[config.mk]
export PLATFORM = sky130hd
export DESIGN_NAME = csv_field_splitter_unit
export DESIGN_NICKNAME = d
export VERILOG_FILES = /design/src/csvfs_pkg.sv /design/src/csv_field_splitter_unit.sv /design/src/csvfs_front.sv /design/src/csvfs_queue.sv /design/src/csvfs_back.sv
export SDC_FILE = /design/constraint.sdc
export NUM_CORES = 1
export LEC_CHECK = 0
export BUFFER_PORTS_ARGS = -buffer_cell sky130_fd_sc_hd__buf_4
export CAP_MARGIN = 30
export CORE_ASPECT_RATIO = 1.25
export CORE_UTILIZATION = 55
export CTS_BUF_LIST = sky130_fd_sc_hd__clkbuf_4 sky130_fd_sc_hd__clkbuf_8 sky130_fd_sc_hd__clkbuf_16
export DETAILED_ROUTE_END_ITERATION = 8
export GPL_ROUTABILITY_DRIVEN = 0
export PLACE_DENSITY = 0.81
export SLEW_MARGIN = 20
export SYNTH_ARGS = -nofsm -noshare
export SYNTH_HDL_FRONTEND = slang
export SYNTH_SLANG_ARGS = --single-unit
[constraint.sdc]
create_clock -name clk -period 8.75 [get_ports clk]
set_clock_uncertainty 0.15 [all_clocks]
set_input_delay 0.4375 -clock clk [delete_from_list [all_inputs] [get_ports clk]]
set_output_delay 0.4375 -clock clk [all_outputs]
set_load 0.02 [all_outputs]
[src/csvfs_pkg.sv]
package csvfs_pkg;

  localparam logic [7:0] QUOTE_CHAR = 8'h22;
  localparam logic [7:0] SPACE_CHAR = 8'h20;
  localparam logic [7:0] COMMA_CHAR = 8'h2C;

  localparam logic [1:0] KIND_BYTE  = 2'd0;
  localparam logic [1:0] KIND_FIELD = 2'd1;
  localparam logic [1:0] KIND_LINE  = 2'd2;

  localparam logic [0:0] ACTION_CHAR = 1'b0;
  localparam logic [0:0] ACTION_EOL  = 1'b1;

  localparam int QUEUE_DEPTH = 2;

  // Work left for the back end after the front has classified a character.
  typedef enum logic [1:0] {
    OP_BYTE,
    OP_SPACE,
    OP_FIELD,
    OP_LINE
  } op_t;

  typedef struct packed {
    op_t        op;
    logic [7:0] data;
  } entry_t;

endpackage

[src/csv_field_splitter_unit.sv]
// CSV field splitter.
// Input stream: one beat per character (s_tuser = 0, s_tdata = byte) or per
// end-of-line mark (s_tuser = 1, s_tdata ignored).
// Output stream: one beat per content byte, field end or line end, with the
// kind in m_tuser and byte, withheld space count, column, row and the running
// maximum column count in m_tdata. Quote toggles and spaces give no beat.
// The delimiter register sits at APB address 0 and resets to a comma. It is
// to be written only while the stream is idle, which the block does not
// enforce; a write applies from the next beat on. Throughput is one input
// beat per cycle while the queue has room. A character is classified as it
// is accepted and written into the queue; the back end takes it from the
// queue head and loads its result into the output register.
// When m_tready is low the output register holds its beat, the back end stops
// and the two-entry queue fills; s_tready falls when the queue is full, so no
// beat is lost. The output register still takes a new beat in the cycle its
// old one leaves, so flow continues at full rate under sustained ready.
// Synchronous reset clears quoted mode, all counters, the queue and the
// output valid, and sets the delimiter back to a comma.
module csv_field_splitter_unit #(
  parameter int MAX_COLUMNS = 1024,
  parameter int MAX_ROWS    = 65536
) (
  input  logic                          clk,
  input  logic                          rst,
  input  logic                          s_tvalid,
  output logic                          s_tready,
  // s_tdata: char_byte [7:0]
  input  logic [7:0]                    s_tdata,
  // s_tuser: action [0]
  input  logic [0:0]                    s_tuser,
  output logic                          m_tvalid,
  input  logic                          m_tready,
  // m_tdata: out_byte, spaces_before, column_index, row_index, max_columns, zero fill
  output logic [(((16 + $clog2(MAX_COLUMNS) + $clog2(MAX_ROWS)
                 + $clog2(MAX_COLUMNS + 1)) + 7) / 8) * 8 - 1:0] m_tdata,
  // m_tuser: kind [1:0]
  output logic [1:0]                    m_tuser,
  input  logic                          psel,
  input  logic                          penable,
  input  logic                          pwrite,
  input  logic [2:0]                    paddr,
  input  logic [31:0]                   pwdata,
  output logic [31:0]                   prdata,
  output logic                          pready
);

  localparam int CW = $clog2(MAX_COLUMNS);
  localparam int RW = $clog2(MAX_ROWS);
  localparam int MW = $clog2(MAX_COLUMNS + 1);
  localparam int FW = 16 + CW + RW + MW;
  localparam int DW = ((FW + 7) / 8) * 8;

  logic [7:0]        delimiter;
  logic              q_full;
  logic              q_push;
  csvfs_pkg::entry_t q_push_entry;
  logic              q_pop;
  logic              q_not_empty;
  csvfs_pkg::entry_t q_head;

  logic [7:0]    res_byte;
  logic [7:0]    res_spaces;
  logic [CW-1:0] res_column;
  logic [RW-1:0] res_row;
  logic [MW-1:0] res_max;

  assign pready = 1'b1;
  assign prdata = (paddr[2] == 1'b0) ? {24'd0, delimiter} : 32'd0;

  always_ff @(posedge clk) begin
    if (rst) begin
      delimiter <= csvfs_pkg::COMMA_CHAR;
    end else if (psel && penable && pwrite && pready && paddr[2] == 1'b0) begin
      delimiter <= pwdata[7:0];
    end
  end

  csvfs_front u_front (
    .clk       (clk),
    .rst       (rst),
    .delimiter (delimiter),
    .in_valid  (s_tvalid),
    .in_action (s_tuser[0]),
    .in_char   (s_tdata),
    .in_ready  (s_tready),
    .q_full    (q_full),
    .q_push    (q_push),
    .q_entry   (q_push_entry)
  );

  csvfs_queue u_queue (
    .clk        (clk),
    .rst        (rst),
    .push       (q_push),
    .push_entry (q_push_entry),
    .full       (q_full),
    .pop        (q_pop),
    .not_empty  (q_not_empty),
    .head_entry (q_head)
  );

  csvfs_back #(
    .MAX_COLUMNS (MAX_COLUMNS),
    .MAX_ROWS    (MAX_ROWS)
  ) u_back (
    .clk        (clk),
    .rst        (rst),
    .q_valid    (q_not_empty),
    .q_entry    (q_head),
    .q_pop      (q_pop),
    .out_valid  (m_tvalid),
    .out_ready  (m_tready),
    .out_kind   (m_tuser),
    .out_byte   (res_byte),
    .out_spaces (res_spaces),
    .out_column (res_column),
    .out_row    (res_row),
    .out_max    (res_max)
  );

  assign m_tdata = DW'({res_max, res_row, res_column, res_spaces, res_byte});

endmodule

[src/csvfs_front.sv]
module csvfs_front (
  input  logic                clk,
  input  logic                rst,
  input  logic [7:0]          delimiter,
  input  logic                in_valid,
  input  logic                in_action,
  input  logic [7:0]          in_char,
  output logic                in_ready,
  input  logic                q_full,
  output logic                q_push,
  output csvfs_pkg::entry_t   q_entry
);

  logic in_quotes;
  logic in_quotes_next;
  logic accept;

  assign in_ready = !q_full;
  assign accept   = in_valid && in_ready;

  always_comb begin
    in_quotes_next = in_quotes;
    q_push         = 1'b0;
    q_entry.op     = csvfs_pkg::OP_BYTE;
    q_entry.data   = in_char;
    if (accept) begin
      priority if (in_action == csvfs_pkg::ACTION_EOL) begin
        q_push         = 1'b1;
        q_entry.op     = csvfs_pkg::OP_LINE;
        in_quotes_next = 1'b0;
      end else if (in_char == csvfs_pkg::QUOTE_CHAR && delimiter != csvfs_pkg::QUOTE_CHAR) begin
        // A toggling quote is consumed here and never reaches the back end.
        in_quotes_next = !in_quotes;
      end else if (in_char == delimiter && !in_quotes) begin
        q_push     = 1'b1;
        q_entry.op = csvfs_pkg::OP_FIELD;
      end else if (in_char == csvfs_pkg::SPACE_CHAR) begin
        q_push     = 1'b1;
        q_entry.op = csvfs_pkg::OP_SPACE;
      end else begin
        q_push     = 1'b1;
        q_entry.op = csvfs_pkg::OP_BYTE;
      end
    end
  end

  always_ff @(posedge clk) begin
    if (rst) begin
      in_quotes <= 1'b0;
    end else begin
      in_quotes <= in_quotes_next;
    end
  end

endmodule

[src/csvfs_queue.sv]
module csvfs_queue (
  input  logic              clk,
  input  logic              rst,
  input  logic              push,
  input  csvfs_pkg::entry_t push_entry,
  output logic              full,
  input  logic              pop,
  output logic              not_empty,
  output csvfs_pkg::entry_t head_entry
);

  localparam int PW = (csvfs_pkg::QUEUE_DEPTH > 1) ? $clog2(csvfs_pkg::QUEUE_DEPTH) : 1;
  localparam int CW = $clog2(csvfs_pkg::QUEUE_DEPTH + 1);

  csvfs_pkg::entry_t slots [csvfs_pkg::QUEUE_DEPTH];
  logic [PW-1:0] wr_ptr;
  logic [PW-1:0] rd_ptr;
  logic [CW-1:0] count;
  logic          do_push;
  logic          do_pop;

  assign full       = (count == CW'(csvfs_pkg::QUEUE_DEPTH));
  assign not_empty  = (count != '0);
  assign do_push    = push && !full;
  assign do_pop     = pop && not_empty;
  assign head_entry = slots[rd_ptr];

  always_ff @(posedge clk) begin
    if (do_push) begin
      slots[wr_ptr] <= push_entry;
    end
  end

  always_ff @(posedge clk) begin
    if (rst) begin
      wr_ptr <= '0;
      rd_ptr <= '0;
      count  <= '0;
    end else begin
      if (do_push) begin
        wr_ptr <= (wr_ptr == PW'(csvfs_pkg::QUEUE_DEPTH - 1)) ? '0 : wr_ptr + 1'b1;
      end
      if (do_pop) begin
        rd_ptr <= (rd_ptr == PW'(csvfs_pkg::QUEUE_DEPTH - 1)) ? '0 : rd_ptr + 1'b1;
      end
      unique case ({do_push, do_pop})
        2'b10:   count <= count + 1'b1;
        2'b01:   count <= count - 1'b1;
        default: count <= count;
      endcase
    end
  end

endmodule

[src/csvfs_back.sv]
module csvfs_back #(
  parameter int MAX_COLUMNS = 1024,
  parameter int MAX_ROWS    = 65536
) (
  input  logic                                 clk,
  input  logic                                 rst,
  input  logic                                 q_valid,
  input  csvfs_pkg::entry_t                    q_entry,
  output logic                                 q_pop,
  output logic                                 out_valid,
  input  logic                                 out_ready,
  output logic [1:0]                           out_kind,
  output logic [7:0]                           out_byte,
  output logic [7:0]                           out_spaces,
  output logic [$clog2(MAX_COLUMNS)-1:0]       out_column,
  output logic [$clog2(MAX_ROWS)-1:0]          out_row,
  output logic [$clog2(MAX_COLUMNS+1)-1:0]     out_max
);

  localparam int CW = $clog2(MAX_COLUMNS);
  localparam int RW = $clog2(MAX_ROWS);
  localparam int MW = $clog2(MAX_COLUMNS + 1);

  logic          field_started;
  logic [7:0]    pending_spaces;
  logic [CW-1:0] column_counter;
  logic [RW-1:0] row_counter;
  logic [MW-1:0] max_column_reg;

  logic [MW-1:0] line_count;
  logic [MW-1:0] max_next;

  assign q_pop      = q_valid && (!out_valid || out_ready);
  // The column counter never passes MAX_COLUMNS-1, so the count needs no clamp.
  assign line_count = MW'(column_counter) + 1'b1;
  assign max_next   = (line_count > max_column_reg) ? line_count : max_column_reg;

  always_ff @(posedge clk) begin
    if (q_pop && q_entry.op != csvfs_pkg::OP_SPACE) begin
      out_column <= column_counter;
      out_row    <= row_counter;
      out_max    <= max_column_reg;
      out_byte   <= 8'd0;
      out_spaces <= 8'd0;
      unique case (q_entry.op)
        csvfs_pkg::OP_LINE: begin
          out_kind <= csvfs_pkg::KIND_LINE;
          out_max  <= max_next;
        end
        csvfs_pkg::OP_FIELD: begin
          out_kind <= csvfs_pkg::KIND_FIELD;
        end
        default: begin
          out_kind   <= csvfs_pkg::KIND_BYTE;
          out_byte   <= q_entry.data;
          out_spaces <= pending_spaces;
        end
      endcase
    end
  end

  always_ff @(posedge clk) begin
    if (rst) begin
      out_valid      <= 1'b0;
      field_started  <= 1'b0;
      pending_spaces <= 8'd0;
      column_counter <= '0;
      row_counter    <= '0;
      max_column_reg <= '0;
    end else begin
      if (q_pop && q_entry.op != csvfs_pkg::OP_SPACE) begin
        out_valid <= 1'b1;
      end else if (out_ready) begin
        out_valid <= 1'b0;
      end
      if (q_pop) begin
        unique case (q_entry.op)
          csvfs_pkg::OP_LINE: begin
            max_column_reg <= max_next;
            if (row_counter != RW'(MAX_ROWS - 1)) begin
              row_counter <= row_counter + 1'b1;
            end
            column_counter <= '0;
            field_started  <= 1'b0;
            pending_spaces <= 8'd0;
          end
          csvfs_pkg::OP_FIELD: begin
            if (column_counter != CW'(MAX_COLUMNS - 1)) begin
              column_counter <= column_counter + 1'b1;
            end
            field_started  <= 1'b0;
            pending_spaces <= 8'd0;
          end
          csvfs_pkg::OP_SPACE: begin
            // Leading spaces vanish; interior ones are counted until a byte claims them.
            if (field_started && pending_spaces != 8'hFF) begin
              pending_spaces <= pending_spaces + 1'b1;
            end
          end
          default: begin
            field_started  <= 1'b1;
            pending_spaces <= 8'd0;
          end
        endcase
      end
    end
  end

endmodule

==> run_results.csv <==
group,metric,value,unit
run_status,status,"finished, final reports clean",
synth,synth_flop_cell,"edfxtp_1",
critical_path,slowest_delay,590,ps
pwr,p_seq_frac,0.412,
floorplan,pin_count,144,
floorplan,die_height,120,um
floorplan,chipWidth,96.7,um
synth,synth-seq-cells,136,
synth,synth_area_leaders,"edfxtp_1, dfxtp_1, xnor2_1",
place,portBuffers,89,
pwr,swShare,0.305,
timing,slew_headroom,0.395,
pwr,p_leak,2.77,nW
synth,synth.most_common_cell,"edfxtp_1",
synth,synth_top_family_by_area,"simple AND/OR/NAND/NOR gates",
synth,netlist-cell-type-count,51,
critical_path,crit_buf_inv,0,
global_route,gr-total-overflow,0,
floorplan,die_area,11600,um2
global_route,grt_start_max_net_pins,69,
pwr,p_int,0.00148,W
synth,synth_compound_area_frac,0.0970,
critical_path,crit_type,"register to register",
synth,syn_area,6170,um2
timing,worstMarginPinSlew,884,ps
floorplan,row_count,42,
synth,synthMuxAreaShare,0.0345,
run,drv_cap,0,
synth,synth_fa_ha_area_frac,0.0304,
finish,diodes,0,
clock_tree,root_buffer,"clkbuf_16",
timing,fin_crit,3710,ps
critical_path,crit_slowest_cell,"nor2_1",
synth,netlist_top_cells_count,"edfxtp_1, dfxtp_1, nand2_1, nor2_1, a21oi_1",
timing,setup_violations,0,
min_path,whs_endpoint,"delimiter[2]$_SDFFE_PP1P_",
global_route,groute.usage.overall,0.216,
critical_path,arrival,3720,ps
critical_path,r2r-end,"u_back.out_max[8]$_DFFE_PP_",
clock_tree,clk_pin_slew_worst_paths,60,ps
finish,top_regs,"u_queue.slots: 20 flops, u_back.out_row: 16 flops, u_back.row_counter: 16 flops",
timing,max_freq,0.270,GHz
synth,synthArstFlopShare,0,
timing,final_hold_viol_count,0,
clock_tree,cts-hold-fix-buffers,0,
detailed_routing,routed_via_density,5.64,
global_route,antenna_found_initial,0,
finish,regMostFlops,"u_queue.slots",
synth,yosys.area.top_type,"edfxtp_1",
critical_path,start_kind,"register",
clock_tree,cts_tree,"done",
synth,synth_edf_count,75,
detailed_routing,wire_per_inst,15.3,um
synth,synth_cells,564,
critical_path,reg2reg_depth,10,
timing,tns,0,ps
critical_path,endpoint_kind,"register",
clock_tree,clock_latency,420,ps
global_route,grt_pass1_wl,20100,um
finish,layout-drive-gt1-share,0.217,
pwr,power.density,287,nW/um2
finish,nets,717,
clock_tree,cts_resized,0,
detailed_routing,via_count,4488,
clock_tree,cts_setup_buffers,0,
critical_path,r2r_slack,5040,ps
global_route,grt_pass1_vias,4308,
clock_tree,numCtsBuffers,17,
pwr,ir_drop,0.180,mV
timing,slew_violations,0,
min_path,hold_path_class,"input pin to register",
min_path,hold_start,"pwdata[2]",
finish,multi_input_area,2430,um2
synth,synth.yosys.seq_area_share,0.563,
synth,synth_top_area_frac,0.365,
critical_path,critPathMaxFanout,9,
detailed_routing,route.final.wire_length,12200,um
clock_tree,clock_sinks,136,
finish,fillCellCount,745,
detailed_routing,drtAntennaViolNets,0,
floorplan,floorplan.initialDensity,0.572,
synth,synth_warnings,0,
synth,synthSimpleGateAreaFrac,0.166,
timing,rsz0062_at_grt,"no",
critical_path,path_cells,"ha_1 > nand3_1 > nor2_1 > xor2_1 > ha_1 > nand4_1 > a211oi_1 > a2111oi_2 > nor2_1 > mux2_2",
pwr,p_switching,0.000651,W
critical_path,cp.required,8760,ps
critical_path,worstReg2RegStart,"u_back.column_counter[0]$_SDFFE_PP0P_",
clock_tree,cts_buffer_depth,2,
pwr,pwr-share-clk,0.335,
place,hpwlAfterDp,8220,um
floorplan,core_area,10800,um2
synth,synth_area_per_cell,10.9,um2
pwr,combPwrFrac,0.253,
finish,largest_reg_flops,20,
finish,utilization,0.689,
detailed_routing,drc_errors,0,
clock_tree,htree_num_levels,4,
finish,regArea,3470,um2
synth,synth-xor-area-share,0.0483,
min_path,min_path_cells,3,
detailed_routing,drt_iter0_markers,196,
detailed_routing,drtPass1Iterations,5,
critical_path,cp_top_family,"simple AND/OR/NAND/NOR gates",
finish,synthToLayoutAreaGrowth,20.4,%
timing,fin_crit_sh,0.424,
## how the worst max path moves through the flow
stage	startpoint	end	slack [ps]	depth (start not counted)
final	u_back.column_counter[0]$_SDFFE_PP0P_	u_back.out_max[8]$_DFFE_PP_	5040	10
after global routing	u_back.column_counter[0]$_SDFFE_PP0P_	u_back.out_max[8]$_DFFE_PP_	4720	10
after CTS	u_back.column_counter[0]$_SDFFE_PP0P_	u_back.out_max[1]$_DFFE_PP_	5040	10
after detailed placement	u_back.column_counter[0]$_SDFFE_PP0P_	u_back.out_max[1]$_DFFE_PP_	5060	10
after global placement	u_back.column_counter[0]$_SDFFE_PP0P_	u_back.out_max[1]$_DFFE_PP_	5150	10
after floorplan	u_back.out_valid$_SDFFE_PP0P_	u_back.pending_spaces[6]$_SDFFE_PP0P_	4670	6
## metrics by stage
stage                     hold WS [ps]  worst slack (ps)  std cells  power, W  cell area (um2)
after global routing              78.6              4720        796   0.00222             7430
after floorplan                    295              4670        590   0.00124             6260
after global placement             309              5150        764   0.00141             6830
after detailed placement           326              5060        764   0.00143             6830
after CTS                         64.1              5040        796   0.00215             7430
final                             76.7              5040        796   0.00213             7430
## per-layer routing
metal / wire (um) / global-route usage / vias to the layer above
met4: 442 / 0.131 / 0
li1: - / - / 2172
met5: 0 / 0 / -
met2: 6300 / 0.380 / 172
met3: 579 / 0.0370 / 36
met1: 4890 / 0.245 / 2108
## cell type report
cell class | count | area share
Sequential cell | 136 | 0.468
Multi-Input combinational cell | 385 | 0.328
Timing Repair Buffer | 91 | 0.0920
Clock buffer | 23 | 0.0634
Tap cell | 132 | 0.0222
Clock inverter | 9 | 0.0170
Inverter | 20 | 0.0101
## placed cells by master (no fill, tap or decap), types with 10 or more instances in the layout
cell type,count
buf_4,91
nand3_1,31
or3_1,10
nand2_1,44
nor2b_1,10
mux2i_1,10
conb_1,28
a21oi_1,43
edfxtp_1,75
mux2_2,10
dfxtp_1,61
nor2_1,43
ha_1,15
xnor2_1,26
inv_1,20
o21ai_0,17
clkbuf_16,17
## logic make-up after synthesis
logic type / Yosys count
xor gates and xnor gates: 34
AOI/OAI and AO/OA: 95
adders and majority gates: 15
other: 2
and+or+nand+nor: 193
DFF: 136
muxes: 20
buffers and inverters: 69
## worst register-to-register path: cells and delay by family (launching register included)
family | cells | cell delay, ps
and+or+nand+nor | 4 | 1030
muxes | 1 | 420
DFF | 1 | 510
adders and majority gates | 2 | 590
AOI/OAI and AO/OA | 2 | 420
xor gates and xnor gates | 1 | 340
## power by group through the flow
stage               combinational [W]  sequential (W)  clock, W
floorplan                    0.000253        0.000990         0
global placement             0.000525        0.000886         0
detailed placement           0.000539        0.000892         0
CTS                          0.000543        0.000880  0.000723
global route                 0.000581        0.000890  0.000745
finish                       0.000539        0.000879  0.000714
(Power assumes the default switching activity.)
